===== config.mk =====
export PLATFORM = sky130hd
export DESIGN_NAME = murmur_hash1_stream_top
export DESIGN_NICKNAME = d
export VERILOG_FILES = /design/src/mh1s_pkg.sv /design/src/mh1s_front.sv /design/src/mh1s_queue.sv /design/src/mh1s_back.sv /design/src/murmur_hash1_stream_top.sv
export SDC_FILE = /design/constraint.sdc
export NUM_CORES = 1
export LEC_CHECK = 0
export CORE_ASPECT_RATIO = 1.1
export CORE_MARGIN = 8
export CORE_UTILIZATION = 53
export CTS_CLUSTER_DIAMETER = 30
export DETAILED_ROUTE_END_ITERATION = 7
export DONT_BUFFER_PORTS = 1
export GPL_TIMING_DRIVEN = 0
export PLACE_DENSITY = 0.77
export SETUP_SLACK_MARGIN = 0.4
export SYNTH_ARGS = -nofsm -noshare
export SYNTH_HDL_FRONTEND = slang
export SYNTH_SLANG_ARGS = --single-unit

===== constraint.sdc =====
create_clock -name aclk -period 12.67 [get_ports aclk]
set_input_delay 0.6335 -clock aclk [delete_from_list [all_inputs] [get_ports aclk]]
set_output_delay 0.6335 -clock aclk [all_outputs]
set_load 0.005 [all_outputs]

===== src/mh1s_pkg.sv =====
// Package with the shared constants and command type of the hash stream block.
`default_nettype none

package mh1s_pkg;

    // MurmurHash1 multiplier.
    localparam logic [31:0] HASH_MULT = 32'hc6a4a793;

    // Default depth of the command queue between front and back.
    localparam int QUEUE_DEPTH = 4;

    // One command for the back end: optional seed, optional word mix, optional finish.
    typedef struct packed {
        logic        seed;
        logic [31:0] length;
        logic        mix;
        logic [31:0] word;
        logic        fin;
    } cmd_t;

endpackage

`default_nettype wire


===== src/mh1s_front.sv =====
// Front end: packs message bytes into words and issues hash commands.
`default_nettype none

module mh1s_front (
    input  wire              aclk,
    input  wire              aresetn,
    input  wire              accept,
    input  wire              start_req,
    input  wire [31:0]       message_length,
    input  wire [7:0]        data_byte,
    input  wire              byte_valid,
    input  wire              last,
    output logic             push,
    output mh1s_pkg::cmd_t   cmd
);

    logic [31:0] wbuf_reg;
    logic [1:0]  cnt_reg;
    logic [31:0] wbuf_next;
    logic [1:0]  cnt_next;

    logic [31:0] base_buf;
    logic [1:0]  base_cnt;
    logic [31:0] placed;
    logic        full;
    logic [31:0] after_buf;
    logic [1:0]  after_cnt;
    logic        tail;

    // Start discards the partial word, then the byte lands little-endian.
    always_comb begin
        base_buf = start_req ? 32'd0 : wbuf_reg;
        base_cnt = start_req ? 2'd0 : cnt_reg;
        placed   = base_buf;
        case (base_cnt)
            2'd0: placed[7:0]   = data_byte;
            2'd1: placed[15:8]  = data_byte;
            2'd2: placed[23:16] = data_byte;
            2'd3: placed[31:24] = data_byte;
            default: placed = base_buf;
        endcase
        full = byte_valid && (base_cnt == 2'd3);
        if (full) begin
            after_buf = 32'd0;
            after_cnt = 2'd0;
        end else if (byte_valid) begin
            after_buf = placed;
            after_cnt = base_cnt + 2'd1;
        end else begin
            after_buf = base_buf;
            after_cnt = base_cnt;
        end
        // A full word and a tail never come from the same item.
        tail       = last && (after_cnt != 2'd0);
        cmd.seed   = start_req;
        cmd.length = message_length;
        cmd.mix    = full || tail;
        cmd.word   = full ? placed : after_buf;
        cmd.fin    = last;
        push       = accept && (start_req || full || last);
        wbuf_next  = last ? 32'd0 : after_buf;
        cnt_next   = last ? 2'd0 : after_cnt;
    end

    // Partial word state.
    always_ff @(posedge aclk) begin
        if (!aresetn) begin
            wbuf_reg <= 32'd0;
            cnt_reg  <= 2'd0;
        end else if (accept) begin
            wbuf_reg <= wbuf_next;
            cnt_reg  <= cnt_next;
        end
    end

endmodule

`default_nettype wire


===== src/mh1s_queue.sv =====
// Command queue that decouples the front end from the back end.
`default_nettype none

module mh1s_queue #(
    parameter int DEPTH = mh1s_pkg::QUEUE_DEPTH
) (
    input  wire             aclk,
    input  wire             aresetn,
    input  wire             push,
    input  mh1s_pkg::cmd_t  push_cmd,
    input  wire             pop,
    output mh1s_pkg::cmd_t  head_cmd,
    output logic            empty,
    output logic            full
);

    // DEPTH must be a power of two, at least two, so pointers wrap by themselves; not checked here.
    localparam int AW = $clog2(DEPTH);
    localparam int CW = AW + 1;

    mh1s_pkg::cmd_t     mem_reg [DEPTH];
    logic [AW-1:0]      wr_ptr_reg;
    logic [AW-1:0]      rd_ptr_reg;
    logic [CW-1:0]      count_reg;

    assign empty    = (count_reg == CW'(0));
    assign full     = (count_reg == CW'(DEPTH));
    assign head_cmd = mem_reg[rd_ptr_reg];

    // Storage, written only on push.
    always_ff @(posedge aclk) begin
        if (push && !full) begin
            mem_reg[wr_ptr_reg] <= push_cmd;
        end
    end

    // Pointers and fill count.
    always_ff @(posedge aclk) begin
        if (!aresetn) begin
            wr_ptr_reg <= '0;
            rd_ptr_reg <= '0;
            count_reg  <= '0;
        end else begin
            if (push && !full) begin
                wr_ptr_reg <= wr_ptr_reg + AW'(1);
            end
            if (pop && !empty) begin
                rd_ptr_reg <= rd_ptr_reg + AW'(1);
            end
            if ((push && !full) && !(pop && !empty)) begin
                count_reg <= count_reg + CW'(1);
            end else if (!(push && !full) && (pop && !empty)) begin
                count_reg <= count_reg - CW'(1);
            end
        end
    end

endmodule

`default_nettype wire


===== src/mh1s_back.sv =====
// Back end: runs seed, word mix and finalization on one shared multiplier.
`default_nettype none

module mh1s_back (
    input  wire             aclk,
    input  wire             aresetn,
    input  mh1s_pkg::cmd_t  head_cmd,
    input  wire             empty,
    output logic            pop,
    output logic            m_tvalid,
    input  wire             m_tready,
    output logic [31:0]     m_tdata
);

    typedef enum logic [3:0] {
        S_IDLE,
        S_SEED,
        S_CHECK,
        S_MIX_MUL,
        S_MIX_XS16,
        S_FIN_MUL1,
        S_FIN_XS10,
        S_FIN_MUL2,
        S_FIN_XS17,
        S_EMIT
    } state_t;

    state_t          state_reg;
    mh1s_pkg::cmd_t  cmd_reg;
    logic [31:0]     hash_reg;
    logic [31:0]     out_reg;
    logic            out_valid_reg;

    logic [31:0]     mul_in;
    logic [31:0]     product;

    // One multiplier, low 32 bits of the product only.
    assign mul_in  = (state_reg == S_SEED) ? cmd_reg.length : hash_reg;
    assign product = mul_in * mh1s_pkg::HASH_MULT;

    assign pop      = (state_reg == S_IDLE) && !empty;
    assign m_tvalid = out_valid_reg;
    assign m_tdata  = out_reg;

    // Sequencer with the running hash and the output register.
    always_ff @(posedge aclk) begin
        if (!aresetn) begin
            state_reg     <= S_IDLE;
            hash_reg      <= 32'd0;
            out_valid_reg <= 1'b0;
        end else begin
            // The emit state refills the output register itself.
            if (out_valid_reg && m_tready && (state_reg != S_EMIT)) begin
                out_valid_reg <= 1'b0;
            end
            case (state_reg)
                S_IDLE: begin
                    if (!empty) begin
                        cmd_reg   <= head_cmd;
                        state_reg <= head_cmd.seed ? S_SEED : S_CHECK;
                    end
                end
                S_SEED: begin
                    hash_reg  <= product;
                    state_reg <= S_CHECK;
                end
                S_CHECK: begin
                    if (cmd_reg.mix) begin
                        hash_reg  <= hash_reg + cmd_reg.word;
                        state_reg <= S_MIX_MUL;
                    end else if (cmd_reg.fin) begin
                        state_reg <= S_FIN_MUL1;
                    end else begin
                        state_reg <= S_IDLE;
                    end
                end
                S_MIX_MUL: begin
                    hash_reg  <= product;
                    state_reg <= S_MIX_XS16;
                end
                S_MIX_XS16: begin
                    hash_reg  <= hash_reg ^ (hash_reg >> 16);
                    state_reg <= cmd_reg.fin ? S_FIN_MUL1 : S_IDLE;
                end
                S_FIN_MUL1: begin
                    hash_reg  <= product;
                    state_reg <= S_FIN_XS10;
                end
                S_FIN_XS10: begin
                    hash_reg  <= hash_reg ^ (hash_reg >> 10);
                    state_reg <= S_FIN_MUL2;
                end
                S_FIN_MUL2: begin
                    hash_reg  <= product;
                    state_reg <= S_FIN_XS17;
                end
                S_FIN_XS17: begin
                    hash_reg  <= hash_reg ^ (hash_reg >> 17);
                    state_reg <= S_EMIT;
                end
                S_EMIT: begin
                    // Hand the hash over once the output register is free.
                    if (!out_valid_reg || m_tready) begin
                        out_reg       <= hash_reg;
                        out_valid_reg <= 1'b1;
                        hash_reg      <= 32'd0;
                        state_reg     <= S_IDLE;
                    end
                end
                default: begin
                    state_reg <= S_IDLE;
                end
            endcase
        end
    end

endmodule

`default_nettype wire


===== src/murmur_hash1_stream_top.sv =====
// Top level of the streaming 32-bit MurmurHash1 (seed zero) block.
//
// Usage: a message enters one byte per item on the s_ channel. The first item carries
// s_tuser[0] (start) and the total length in s_tdata[31:0]; s_tuser[1] marks a valid
// byte in s_tdata[39:32]; s_tlast marks the final item. An empty message is a single
// item with start, last and no valid byte. The hash leaves as one item on the m_ channel.
// Throughput: the front end takes one byte per cycle while the command queue has room.
// Every fourth byte becomes a word command that the back end mixes on its single 32x32
// multiplier, so a steady stream sustains one byte per cycle; a start adds a seed step.
// After the last item, a free back end runs its sequence of seed, tail mix and the two
// finishing multiplies with xor-shifts, then raises m_tvalid with the hash.
// s_tready drops only when the command queue between front and back is full.
// When the receiver stalls, the hash waits in the output register; the back end
// keeps working on the next message until it must emit again.
// Reset (aresetn low, synchronous) empties the queue, clears the partial word and
// the running hash and drops m_tvalid. Items sent without a start continue from a
// zero hash.
`default_nettype none

module murmur_hash1_stream_top #(
    parameter int QUEUE_DEPTH = mh1s_pkg::QUEUE_DEPTH
) (
    input  wire         aclk,
    input  wire         aresetn,
    input  wire         s_tvalid,
    output logic        s_tready,
    input  wire  [39:0] s_tdata,   // message_length [31:0], data_byte [39:32]
    input  wire  [1:0]  s_tuser,   // start_req [0], byte_valid [1]
    input  wire         s_tlast,
    output logic        m_tvalid,
    input  wire         m_tready,
    output logic [31:0] m_tdata    // hash_value [31:0]
);

    logic            accept;
    logic            push;
    mh1s_pkg::cmd_t  push_cmd;
    mh1s_pkg::cmd_t  head_cmd;
    logic            q_empty;
    logic            q_full;
    logic            pop;

    // Accept items whenever the queue has room for a command.
    assign s_tready = !q_full;
    assign accept   = s_tvalid && s_tready;

    mh1s_front u_front (
        .aclk           (aclk),
        .aresetn        (aresetn),
        .accept         (accept),
        .start_req      (s_tuser[0]),
        .message_length (s_tdata[31:0]),
        .data_byte      (s_tdata[39:32]),
        .byte_valid     (s_tuser[1]),
        .last           (s_tlast),
        .push           (push),
        .cmd            (push_cmd)
    );

    mh1s_queue #(
        .DEPTH (QUEUE_DEPTH)
    ) u_queue (
        .aclk     (aclk),
        .aresetn  (aresetn),
        .push     (push),
        .push_cmd (push_cmd),
        .pop      (pop),
        .head_cmd (head_cmd),
        .empty    (q_empty),
        .full     (q_full)
    );

    mh1s_back u_back (
        .aclk     (aclk),
        .aresetn  (aresetn),
        .head_cmd (head_cmd),
        .empty    (q_empty),
        .pop      (pop),
        .m_tvalid (m_tvalid),
        .m_tready (m_tready),
        .m_tdata  (m_tdata)
    );

endmodule

`default_nettype wire


==> flow_metrics.env <==
export IMPL_max_stage_delay_ns=0.92
export IMPL_cp_common_cell="ha_1"
export IMPL_cp_end_kind="register"
export IMPL_synth_edf_count=366
export IMPL_worst_slew_pin_slew_ns=1.37
export IMPL_grt_pass1_vias=19400
export IMPL_grt_max_degree=40
export IMPL_port_buffers=0
export IMPL_die_h_um=258
export IMPL_root_buffer="clkbuf_16"
export IMPL_status="complete, no violations"
export IMPL_syn_area_um2=28200
export IMPL_synth_top_cell_by_area="edfxtp_1"
export IMPL_start_kind="register"
export IMPL_r2r_setup_slack_ns=3.13
export IMPL_crit_arrival_ns=10.01
export IMPL_ys_types=73
export IMPL_vias=18400
export IMPL_nets=2846
export IMPL_synth_async_reset_ratio_pct=0
export IMPL_drc_errors=0
export IMPL_cp_slowest_cell="mux2i_1"
export IMPL_syn_to_final_growth_pct=11.0
export IMPL_core_area_um2=52500
export IMPL_h_tree_depth=2
export IMPL_synth_top_area_share_pct=38.9
export IMPL_antenna_cells=0
export IMPL_crit_required_ns=13.14
export IMPL_crit_type="reg2reg"
export IMPL_wl_per_cell_um=23.6
export IMPL_crit_fanout=10
export IMPL_synthTopCellsByArea="edfxtp_1, ha_1, fa_1"
export IMPL_rows=88
export IMPL_period_share_pct=75.3
export IMPL_rr_startpoint="u_back.state_reg[3]"
export IMPL_drtIter0Drc=1426
export IMPL_ioPinCount=81
export IMPL_synth_most_common_cell="edfxtp_1"
export IMPL_totalWireLength_um=72700
export IMPL_cts_max_path_buffers=3
export IMPL_yosys_warnings=0
export IMPL_syn_nets=2783
export IMPL_antenna_found_initial=0
export IMPL_largest_reg_flops=268
export IMPL_gp_congestion=0.985
export IMPL_rsz0062_at_grt="false"
export IMPL_slew_viol_final=0
export IMPL_first_pass_iters=5
export IMPL_slew_headroom_pct=6.30
export IMPL_cp_endpoint="u_back.hash_reg[29]"
export IMPL_cts_inserted_buffers=56
export IMPL_synth_avg_cell_area_um2=12.3
export IMPL_hold_viol=0
export IMPL_synth_flop_cell="edfxtp_1"
export IMPL_finalCriticalPeriod_ns=9.54
export IMPL_setup_violations=0
export IMPL_grt_usage_pct=23.8
export IMPL_start_util_pct=53.7
export IMPL_dp_hpwl_um=54900
export IMPL_post_cts_buffers=0
export IMPL_cts_tree="built"
export IMPL_grt_overflow_total=0
export IMPL_regToRegEndpoint="u_back.hash_reg[29]"
export IMPL_holdWs_ns=0.136
export IMPL_cp_startpoint="u_back.state_reg[3]"
export IMPL_drv_cap=0
export IMPL_ys_seq_elements=446
export IMPL_hold_path_class="in2reg"
export IMPL_layout_drive_gt1_share_pct=9.28
export IMPL_max_freq_mhz=105
export IMPL_die_area_um2=60900
export IMPL_grt_first_pass_wirelength_um=112000
export IMPL_worstRegToRegCells=28
export IMPL_cts_sinks=446
export IMPL_path_clk_slew_ns=0.07
export IMPL_skew_ns=0.0285
export IMPL_netlist_top_cells_count="edfxtp_1, inv_1, ha_1"
export IMPL_yosysSeqAreaShare_pct=44.6
export IMPL_die_x_um=236
export IMPL_final_setup_tns_ns=0
export IMPL_holdBufCountCts=0
export IMPL_clock_latency_ns=0.59
export IMPL_cts_resized=0
export IMPL_antenna_left=0
export IMPL_syn_inst=2293
export IMPL_via_per_inst=5.96
-- metal layers --
metal / part of all wire, % / GRT usage [%] / vias to the layer above
met2: 50 / 41.6 / 746
met4: 5.8 / 12.5 / 0
li1: - / - / 8241
met5: 0 / 0 / -
met3: 6.4 / 3.82 / 246
met1: 38 / 28.3 / 9123
-- area by class of cell --
class / count / area, um2
Tap cell: 675 / 845
Fill cell: 4051 / 21200
Timing Repair Buffer: 5 / 108
Clock inverter: 44 / 671
Multi-Input combinational cell: 1408 / 14000
Clock buffer: 61 / 1450
Buffer: 77 / 329
Sequential cell: 446 / 12600
Inverter: 362 / 1360
-- critical path: cells and delay by family, from the launching register on --
kind                     cells  cell delay (ns)
buffers and inverters        7             1.60
flip-flops                   1             0.30
multiplexers                 1             0.92
adder cells (fa/ha/maj)      9             3.50
XOR/XNOR                     2             0.52
AND/OR/NAND/NOR              3             1.10
AO/OA/AOI/OAI                6             1.47
-- logic make-up (layout without fill, tap and decap cells) --
| group | after synthesis | after routing | synth area share [%] |
|---|---|---|---|
| buffers and inverters | 439 | 549 | 5.98 |
| AND/OR/NAND/NOR | 371 | 371 | 6.45 |
| AO/OA/AOI/OAI | 372 | 372 | 8.38 |
| multiplexers | 107 | 107 | 6.87 |
| adder cells (fa/ha/maj) | 443 | 443 | 24.0 |
| flip-flops | 446 | 446 | 44.6 |
| XOR/XNOR | 115 | 115 | 3.71 |
-- stage by stage --
stage / instances / cell area, um2 / setup WS (ns) / utilization, %
global placement: 2968 / 29100 / 3.40 / 55.4
CTS: 3078 / 31300 / 3.23 / 59.6
global route: 3078 / 31300 / 2.76 / 59.6
finish: 3078 / 31300 / 3.13 / 59.6
floorplan: 2293 / 28200 / 4.81 / -
detailed placement: 2973 / 29200 / 3.30 / 55.6
-- placed cells by master, fill, tap and decap left out, drive strengths merged, types with 12 or more instances in the layout --
master / instances
a211oi: 14
a21o: 18
a21oi: 91
a22oi: 18
a31oi: 14
and3: 14
buf: 27
clkbuf: 116
dfxtp: 80
edfxtp: 366
fa: 164
ha: 279
inv: 383
mux2i: 29
mux4: 67
nand2: 94
nand2b: 41
nand3: 30
nor2: 97
nor2b: 13
nor3: 18
o21a: 16
o21ai: 106
o221ai: 12
o22ai: 15
or2: 19
xnor2: 67
xor2: 45
-- worst min-delay path by stage --
stage,start,endpoint,cells after the start
after floorplan,u_back.hash_reg[31],u_back.m_tdata[31],0
after global placement,u_back.hash_reg[31],u_back.m_tdata[31],0
after detailed placement,u_back.hash_reg[31],u_back.m_tdata[31],0
after CTS,s_tdata[23],u_queue.mem_reg[0][57],0
after global routing,s_tdata[23],u_queue.mem_reg[2][57],0
final,s_tdata[23],u_queue.mem_reg[1][57],0
Power is not shown: default switching activity piles up to over one toggle a cycle in this logic, so the estimate is an artifact.
